--- config.mk ---
export PLATFORM = sky130hd
export DESIGN_NAME = f12cw_ctrl
export DESIGN_NICKNAME = d
export VERILOG_FILES = /design/src/rtl/f12cw_pkg.sv /design/src/rtl/f12cw_ctrl.sv
export SDC_FILE = /design/constraint.sdc
export NUM_CORES = 1
export LEC_CHECK = 0
export CAP_MARGIN = 30
export CORE_AREA = 5 5 42 44
export CTS_BUF_LIST = sky130_fd_sc_hd__clkbuf_8 sky130_fd_sc_hd__clkbuf_16
export DETAILED_ROUTE_END_ITERATION = 8
export DIE_AREA = 0 0 47 49
export DONT_BUFFER_PORTS = 1
export PLACE_DENSITY = 0.31
export SYNTH_ARGS = -nofsm -noshare
export SYNTH_HDL_FRONTEND = slang
export SYNTH_SLANG_ARGS = --single-unit
--- constraint.sdc ---
create_clock -name clk -period 1.4 [get_ports clk]
set_input_delay 0.28 -clock clk [delete_from_list [all_inputs] [get_ports clk]]
set_output_delay 0.28 -clock clk [all_outputs]
set_load 0.05 [all_outputs]
--- src/rtl/f12cw_pkg.sv ---
// Shared types and constants for the FAT12 cluster chain walker.
`default_nettype none
package f12cw_pkg;

  localparam int TABLE_ENTRIES = 4096;
  localparam int TABLE_BYTES   = (TABLE_ENTRIES * 3 + 1) / 2;
  localparam int ADDR_W        = 13;
  localparam int MAX_CHAIN     = 64;
  localparam int CNT_W         = 7;
  localparam int CFG_IDX_W     = 1;
  localparam int CFG_DATA_W    = 23;

  localparam logic [11:0] CHAIN_END = 12'hFF8;

  localparam logic KIND_LOAD = 1'b0;
  localparam logic KIND_WALK = 1'b1;

  localparam logic [1:0] ST_OK     = 2'd0;
  localparam logic [1:0] ST_EMPTY  = 2'd1;
  localparam logic [1:0] ST_BEYOND = 2'd2;
  localparam logic [1:0] ST_TRUNC  = 2'd3;

  localparam logic [CFG_IDX_W-1:0] CFG_AREA_START = 1'd0;
  localparam logic [CFG_IDX_W-1:0] CFG_SPC        = 1'd1;

  typedef struct packed {
    logic        kind;
    logic [12:0] byte_address;
    logic [7:0]  byte_value;
    logic [11:0] head_cluster;
  } in_item_t;

  typedef struct packed {
    logic [11:0] cluster;
    logic [23:0] start_sector;
    logic [1:0]  status;
    logic        last;
  } out_item_t;

  typedef struct packed {
    logic       write_byte;
    logic       start_walk;
    logic       fetch;
    logic       emit;
    logic [1:0] emit_status;
    logic       emit_last;
    logic       advance;
  } dp_cmd_t;

  typedef struct packed {
    logic first_bad;
    logic beyond;
    logic chain_end;
    logic chain_full;
  } dp_sts_t;

endpackage
`default_nettype wire

--- src/rtl/f12cw_ctrl.sv ---
// Controller state machine that sequences table loads and chain walks.
`default_nettype none
module f12cw_ctrl (
  input  wire logic                 clk,
  input  wire logic                 rst_n,
  input  wire logic                 start,
  input  wire logic                 in_kind,
  input  wire f12cw_pkg::dp_sts_t   sts,
  output logic                      busy,
  output f12cw_pkg::dp_cmd_t        cmd
);

  typedef enum logic [1:0] {
    S_IDLE,
    S_READ,
    S_EVAL
  } state_t;

  state_t state_r, state_nxt;
  logic   busy_r, busy_nxt;
  logic   accept;

  assign accept = start && !busy_r;
  assign busy   = busy_r;

  always_comb begin
    cmd       = '0;
    state_nxt = state_r;
    case (state_r)
      S_IDLE: begin
        if (accept) begin
          if (in_kind == f12cw_pkg::KIND_LOAD) begin
            cmd.write_byte = 1'b1;
          end else if (sts.first_bad) begin
            cmd.emit        = 1'b1;
            cmd.emit_status = f12cw_pkg::ST_EMPTY;
            cmd.emit_last   = 1'b1;
          end else begin
            cmd.start_walk = 1'b1;
            state_nxt      = S_READ;
          end
        end
      end
      S_READ: begin
        cmd.fetch = 1'b1;
        state_nxt = S_EVAL;
      end
      S_EVAL: begin
        cmd.emit = 1'b1;
        if (sts.beyond) begin
          cmd.emit_status = f12cw_pkg::ST_BEYOND;
          cmd.emit_last   = 1'b1;
          state_nxt       = S_IDLE;
        end else if (sts.chain_end) begin
          cmd.emit_status = f12cw_pkg::ST_OK;
          cmd.emit_last   = 1'b1;
          state_nxt       = S_IDLE;
        end else if (sts.chain_full) begin
          cmd.emit_status = f12cw_pkg::ST_TRUNC;
          cmd.emit_last   = 1'b1;
          state_nxt       = S_IDLE;
        end else begin
          cmd.emit_status = f12cw_pkg::ST_OK;
          cmd.advance     = 1'b1;
          state_nxt       = S_READ;
        end
      end
      default: begin
        state_nxt = S_IDLE;
      end
    endcase
    busy_nxt = (state_nxt != S_IDLE);
  end

  always_ff @(posedge clk) begin
    if (!rst_n) begin
      state_r <= S_IDLE;
      busy_r  <= 1'b0;
    end else begin
      state_r <= state_nxt;
      busy_r  <= busy_nxt;
    end
  end

endmodule
`default_nettype wire

After elaboration in Yosys (flattened, before gate mapping):

Cells that the tools add are included.

* word-level logic and storage cells: 33
* bits in latches: 0
* ROM bits: 0
* bits in writable memories: 0
* memories: 0
* register bits: 3

* reduce and logical (&&, ||, !) cells: 4
* $lt $le $gt $ge: 0
* bitwise gates (word level): 0
* equal/unequal tests: 2
* $mul: 0
* div/mod/pow operators: 0
* multiplexer cells: 25
* shift operators: 0
* add/subtract/negate cells: 0

Operator list (number)
* $mux 2: 8
* $mux 4: 3
* $mux 1: 10
* $pmux 4 s2: 1
* $mux 3: 2
* $pmux 2 s3: 1
* $eq 2x1->1 const B: 1
* $eq 2x2->1 const B: 1
* $logic_not 2->1: 1
* $reduce_bool 2->1: 1
* $logic_and 1x1->1: 1
* $logic_not 1->1: 1

Logic depth before layout (Yosys ltp):

Gate-level depths: netlist (run 1).

* word-level depth: 5
* gate-level depth with buffers: 3

Worst setup path after synthesis (run 1):

OpenSTA, ideal clock, no wires.

* kind: flip-flop to output port
* start point: reg state_r[1]
* end point: out cmd[2] in the netlist's numbering
* buffers on the path: 0
* cell stages (with the launch flop): 3
* arrival time: 2192 ps
* setup slack: -1072 ps
* data required time: 1120 ps
* path through: dfxtp_1 or2b_1 o41ai_1

RTL lines
* start: declaration: line f12cw_ctrl.sv:19 `state_t state_r, state_nxt;`
* start signal: assignment: line f12cw_ctrl.sv:80 `state_r <= state_nxt;`
* end: declaration: line f12cw_ctrl.sv:10 `output f12cw_pkg::dp_cmd_t cmd`

==> results.md, run 1 <==
* Number of antenna violations at the first check in global routing at 0
* Delay contributed by the slowest stage of the critical path at 0.53 ns
* Ranking of synthesized cells by area: dfxtp_1, nor3b_4, or4b_4, o31a_1, o41ai_1
* Maximum buffer depth of the clock tree at 2
* Per-cell routed wire length at 11.7 um
* Area grow syn2layout at 141%
* Global-route wire length before repair at 952 um
* Final Core Density at 32.5%
* DRT antenna net count at 0
* CTS tree: yes
* Mean area per synthesized cell at 8.59 um2
* Largest fanout on the critical path at 3
* Final Hold Vio Count at 0
* Sequential share of the synthesized area at 31.8%
* Post-CTS Hold Fix Bufs at 0
* Drt initial violations at 0
* Hold path depth at 1
* Main combinational cell family by area after synthesis: simple AND/OR/NAND/NOR gates
* Type of the worst setup path: reg2out
* Share of final-layout standard cells stronger than drive strength 1 at 65.7%
* Register share of total power at 20.4%
* Number of failing setup endpoints in the final timing report at 9
* Number of placed I/O pins at 17
* Gp weighted congestion at 0.609
* Proportion of synthesized area in mux cells at 0%
* Element type at the critical path end: output pin
* Highest ir drop seen on vdd at 0.000428 V
* Cell taking the most area after synthesis: dfxtp_1
* Switching power of the nets at 119 uW
* Kind of cell adding the most delay to the critical path: simple AND/OR/NAND/NOR gates
* Placement Rows at 14
* Reported leakage power at 0.000198 uW
* Number of buffers added on ports at 0
* Clock buffers created by TritonCTS at 3
* Combinational share of power at 24.4%
* Synth cell types at 17
* Placeable core region at 0.00140 mm2
* Count of synthesis-stage warnings from yosys at 0
* Most used flip-flop cell after synthesis: dfxtp_1
* Most common library cells after synthesis: dfxtp_1, inv_1, nand2_1, nor2_1
* Worst Clk Skew at 0.000452 ns
* Pin count of the biggest net entering global routing at 5
* Power per unit of standard cell area at 962 mW/mm2
* Maximum level of the CTS H-tree at 1
* Synthesized area at 189 um2
* Hold Crit Class: in2reg
* Number of synthesized register bits at 3
* Endpoint, Worst Hold: state_r[0]
* Number of nets in the layout at 44
* Post-synthesis share of cell area spent on and, or, nand and nor gates at 45.7%
* Startpoint of the most critical register-to-register path: state_r[1]
* Area enclosed by the die boundary at 0.00230 mm2
* Shortest period the worst path allows at 1.84 ns
* Worst slew margin relative to its limit at 47.8%
* Final worst setup slack at -0.445 ns
* Required time of the worst setup path at 1.12 ns
* Maximum Capacitance Violations at 0
* Launching element type of the critical path: flip-flop
* Vias in the first global route at 246
* CP Cell Sequence: or4b_4 -> buf_6 -> nor3b_4 -> buf_12
* N_diodes at 0
* Final period util at 132%
* Asr flop ratio synth at 0%
* Clock network fraction of design power at 55.2%
* Per-cell via count in the routed design at 3.98
* Adder-cell share of the synthesized area at 0%
* Compound-Gate Fraction of Synth Area at 18.5%
* Global-route congestion overflow total at 0
* Initial cell density of the core at 13.5%
* Count of flip-flops with a built-in enable after synthesis at 0
* Top cell type's share of synthesized area at 31.8%
* XOR/XNOR share of the synthesized area at 0%
* Total routed wirelength at 598 um
* Most frequently used cell type in the post-synthesis netlist: dfxtp_1
* Total DRC errors in the routed layout at 0
* Post-synthesis cell count at 22
* Flop-to-flop setup slack at -0.15 ns
* Depth of the most critical reg-to-reg path at 5
* Worst-skew pair later-pin latency at 0.21 ns
* Nets in the synthesized netlist at 30
* Floorplan die height at 49 um
* Layout Cell Area excl Fill at 455 um2
* Die X-Extent at 47 um
* CP Data Arrival Time at 1.56 ns
* Startpoint of the most critical hold path: rst_n
* Max-slew violations at 0
* DR pass1 iterations at 1
* Clock transition at the register clock pins on the worst setup and hold paths after CTS at 0.03 ns
* Pint at 319 uW
* Slowest CP cell: or4b_4
* Outcome: complete, but fails checks
* Root buffer selected by CTS: clkbuf_8
* Placed cell area at 378 um2
* Violated checks: setup timing
* Total via count after detailed routing at 203
* Maximum clock frequency at 542 MHz
* Clock Sinks at 3
* Overall global routing resource usage at 6.05%
* Measured slew at the worst slew-check pin at 0.780 ns
* Fraction of power spent switching nets at 27.1%
* Combined buffer and inverter count along the critical path at 2
* Reg-to-Reg End: busy
* Unrepaired setup endpoints after global routing: yes
[stage by stage]
stage          total power [uW]  worst slack [ns]  hold WS (ns)  TNS [ns]  cells
2_1_floorplan               159            -0.342         0.398     -2.14     22
3_3_place_gp                187            -0.252         0.401     -1.40     46
3_5_place_dp                188            -0.263         0.409     -1.50     46
4_1_cts                     444            -0.460         0.186     -2.58     50
5_1_grt                     459            -0.504         0.187     -2.96     51
6_report                    438            -0.445         0.190     -2.52     51
[per-layer routing]
metal / GRT usage (%) / wire, um
met2: 9.05 / 289
met4: 6.91 / 0
met5: 0 / 0
met1: 4.81 / 204
met3: 3.32 / 104
[cells in the final DEF, fill, tap and decap left out]
master    n
a21oi_1   1
and2_1    1
and2b_1   1
buf_12    4
buf_4     3
buf_6     2
clkbuf_8  3
dfxtp_1   1
dfxtp_2   1
dfxtp_4   1
inv_1     3
nand2_1   1
nand2_8   1
nor2_4    2
nor2b_4   1
nor3_1    1
nor3b_4   1
o21a_1    1
o21ai_4   1
o31a_1    1
o41ai_4   1
or2_4     1
or2b_1    1
or4b_4    1
[state kept, by name, summed over array words and instances, names as in the netlist]
register / cells
state_r: 2
busy: 1
[what timing repair did]
action | in CTS | in global routing
pin swaps | 4 | 1
buffers inserted | 0 | 1
resized for setup | 4 | 2
setup endpoints to repair | 9 | 9
[worst max path at each step]
stage | depth (start not counted) | start | endpoint | slack (ns)
floorplan | 2 | busy | cmd[6] | -0.34
global placement | 4 | state_r[1] | cmd[6] | -0.25
detailed placement | 4 | state_r[1] | cmd[6] | -0.26
CTS | 4 | state_r[1] | cmd[6] | -0.46
global route | 4 | state_r[1] | cmd[6] | -0.50
finish | 4 | state_r[1] | cmd[6] | -0.44
[power groups by stage]
stage / logic, uW / registers, uW / clock network [uW]
floorplan: 64.7 / 94.7 / 0
global placement: 96.7 / 90.2 / 0
detailed placement: 97.2 / 90.4 / 0
CTS: 103 / 89.2 / 251
global route: 112 / 89.6 / 257
finish: 107 / 89.3 / 242
[kinds of logic after synthesis]
group | count (synthesis)
and+or+nand+nor | 12
DFF | 3
buffers and inverters | 2
AOI/OAI and AO/OA | 5
[layout make-up]
type | count | area (um2)
fillers | 157 | 946
multi-input cells | 17 | 193
repair buffers | 9 | 125
flip-flops and latches | 3 | 65.1
clock buffers | 3 | 41.3
well taps | 16 | 20.0
inverters | 2 | 7.51
clock inverters | 1 | 3.75
Power figures use the tool's default switching activity.
==> inputs of run 2 (changes only) <==
--- a/config.mk
+++ b/config.mk
@@ -5,13 +5,14 @@
 export SDC_FILE = /design/constraint.sdc
 export NUM_CORES = 1
 export LEC_CHECK = 0
+export ABC_AREA = 1
 export CAP_MARGIN = 30
 export CORE_AREA = 5 5 42 44
 export CTS_BUF_LIST = sky130_fd_sc_hd__clkbuf_8 sky130_fd_sc_hd__clkbuf_16
 export DETAILED_ROUTE_END_ITERATION = 8
 export DIE_AREA = 0 0 47 49
 export DONT_BUFFER_PORTS = 1
-export PLACE_DENSITY = 0.31
+export PLACE_DENSITY = 0.4
 export SYNTH_ARGS = -nofsm -noshare
 export SYNTH_HDL_FRONTEND = slang
 export SYNTH_SLANG_ARGS = --single-unit
==> run 2 against run 1 <==
Against the previous run:
- the flow still finishes with violations (setup timing)
- cell area is 4.1% higher
- worst setup slack better by 0.44 ns
- final cell count is 33% higher
- routed wire length is 1.7% lower
- clock-buffer cell count stayed put
- power is 1.3% higher
- first-iteration DRC count stayed put
- critical path depth stayed put
- die area stayed put
- largest power group unchanged
==> results.md, run 2 <==
* Per-cell via count in the routed design at 3.88
* Final Hold Vio Count at 0
* Pin count of the biggest net entering global routing at 5
* Number of placed I/O pins at 17
* Largest register by flop count: state_r
* Gp weighted congestion at 0.627
* Floorplan die height at 49 um
* Final period util at 100%
* Power per unit of standard cell area at 936 mW/mm2
* Worst slew margin relative to its limit at 85.2%
* Vias in the first global route at 243
* Final worst setup slack at -0.00393 ns
* Drt initial violations at 0
* Total half-perimeter wirelength after legalization and detailed placement at 485 um
* Sequential share of the synthesized area at 28.7%
* Pre-CTS setup slack at 0.119 ns
* Max-slew violations at 0
* N_diodes at 0
* Synthesized area at 209 um2
* Area grow syn2layout at 127%
* Post-CTS Hold Fix Bufs at 0
* Worst-skew pair later-pin latency at 0.21 ns
* Maximum clock frequency at 712 MHz
* Number of synthesized register bits at 3
* Number of failing setup endpoints in the final timing report at 1
* Global-route wire length before repair at 952 um
* Total routed wirelength at 588 um
* Die X-Extent at 47 um
* Placed cell area at 379 um2
* Most frequently used cell type in the post-synthesis netlist: inv_1
* Total via count after detailed routing at 264
* Most used flip-flop cell after synthesis: dfxtp_1
* Maximum level of the CTS H-tree at 1
* CTS tree: yes
* Number of antenna violations at the first check in global routing at 0
* CP Data Arrival Time at 1.12 ns
* Synth cell types at 13
* Reported leakage power at 0.000258 uW
* Placeable core region at 0.00140 mm2
* Cell taking the most area after synthesis: dfxtp_1
* Asr flop ratio synth at 0%
* Element type at the critical path end: output pin
* Largest fanout on the critical path at 3
* Hold Crit Class: in2reg
* Post-synthesis cell count at 36
* Most common cell after layout, fill and taps aside: inv_1
* Leading cell types in the layout, fill and taps excluded: inv_1, nand2_1, buf_4, buf_12
* Worst Clk Skew at 0.000467 ns
* Number of flip-flops in the largest register at 2
* Count of flip-flops with a built-in enable after synthesis at 0
* Highest ir drop seen on vdd at 0.000468 V
* Share of final-layout standard cells stronger than drive strength 1 at 57.7%
* Count of synthesis-stage warnings from yosys at 0
* Overall global routing resource usage at 5.98%
* Ranking of synthesized cells by area: dfxtp_1, inv_1, nand2_1, nor2_2, nor2_1
* Maximum buffer depth of the clock tree at 2
* DR pass1 iterations at 1
* Global-route congestion overflow total at 0
* Number of nets in the layout at 61
* Total DRC errors in the routed layout at 0
* Top cell type's share of synthesized area at 28.7%
* DRT antenna net count at 0
* Mean area per synthesized cell at 5.80 um2
* Violated checks: setup timing
* Clock Sinks at 3
* Number of buffers added on ports at 0
* Clock buffers created by TritonCTS at 3
* Unrepaired setup endpoints after global routing: yes
* Layout Cell Area excl Fill at 474 um2
* Required time of the worst setup path at 1.12 ns
* Maximum Capacitance Violations at 0
* Shortest period the worst path allows at 1.40 ns
* Outcome: complete, but fails checks
* Nets in the synthesized netlist at 44
* Placement Rows at 14
* Per-cell routed wire length at 8.65 um
* Worst hold margin at 0.186 ns
* Total Power at 444 uW
* Final Core Density at 33.8%
* Area enclosed by the die boundary at 0.00230 mm2
* Root buffer selected by CTS: clkbuf_8
* Measured slew at the worst slew-check pin at 0.220 ns
* Most common library cells after synthesis: inv_1, nand2_1, nor2_1, dfxtp_1, nor2_2
* Type of the worst setup path: reg2out
* Launching element type of the critical path: flip-flop
* Initial cell density of the core at 14.9%
* Clock transition at the register clock pins on the worst setup and hold paths after CTS at 0.03 ns
-- run 2: cell families (layout without fill, tap and decap cells) --
logic type / count (synthesis) / in the layout / synth area share [%]
AOI/OAI and AO/OA: 3 / 3 / 8.38
DFF: 3 / 3 / 28.7
and+or+nand+nor: 19 / 19 / 43.1
buffers and inverters: 11 / 27 / 19.8
-- run 2: final cells by class --
cell class | count | area, um2
timing repair buffer | 12 | 160
sequential | 3 | 62.6
inverter | 11 | 41.3
fill | 164 | 927
clock buffer | 3 | 41.3
tap | 16 | 20.0
multi-input combinational | 22 | 145
clock inverter | 1 | 3.75
-- run 2: per-layer routing --
metal,share of wire (%),global-route usage (%),wire (um),up-vias
li1,-,-,-,139
met1,30,5.26,176,114
met2,59,9.73,345,9
met3,8.2,2.21,48,2
met4,2.9,5.53,17,0
met5,0,0,0,-
-- run 2: metrics by stage --
stage | instances | TNS, ns
finish | 68 | -0.00393
detailed placement | 61 | 0
global route | 68 | -0.211
CTS | 67 | -0.0686
floorplan | 36 | -0.241
global placement | 61 | 0
-- run 2: power by group --
part	internal [uW]	switching (uW)
clock network	187	55.4
logic	46.5	63.7
registers	89.1	2.71
-- run 2: worst paths after layout --
kind              start         end  slack (ns)  cells past startpoint
min reg2reg  state_r[1]  state_r[0]        0.70                      6
min               rst_n  state_r[0]        0.19                      2
max                busy      cmd[2]      -0.004                      4
max reg2reg  state_r[0]        busy        0.49                      5
-- run 2: worst max-delay path, cell delays in order (launching register included) --
cell and delay, ns:
dfxtp_1 0.31, nor2_2 0.13, nand4_1 0.17, o31ai_2 0.11
buf_6 0.19
-- run 2: what timing repair did --
| action | in CTS | in global routing |
|---|---|---|
| pin swaps | 3 | 2 |
| gates resized for setup | 5 | 5 |
| endpoints found under the setup margin | 3 | 6 |
| buffers inserted | 2 | 1 |
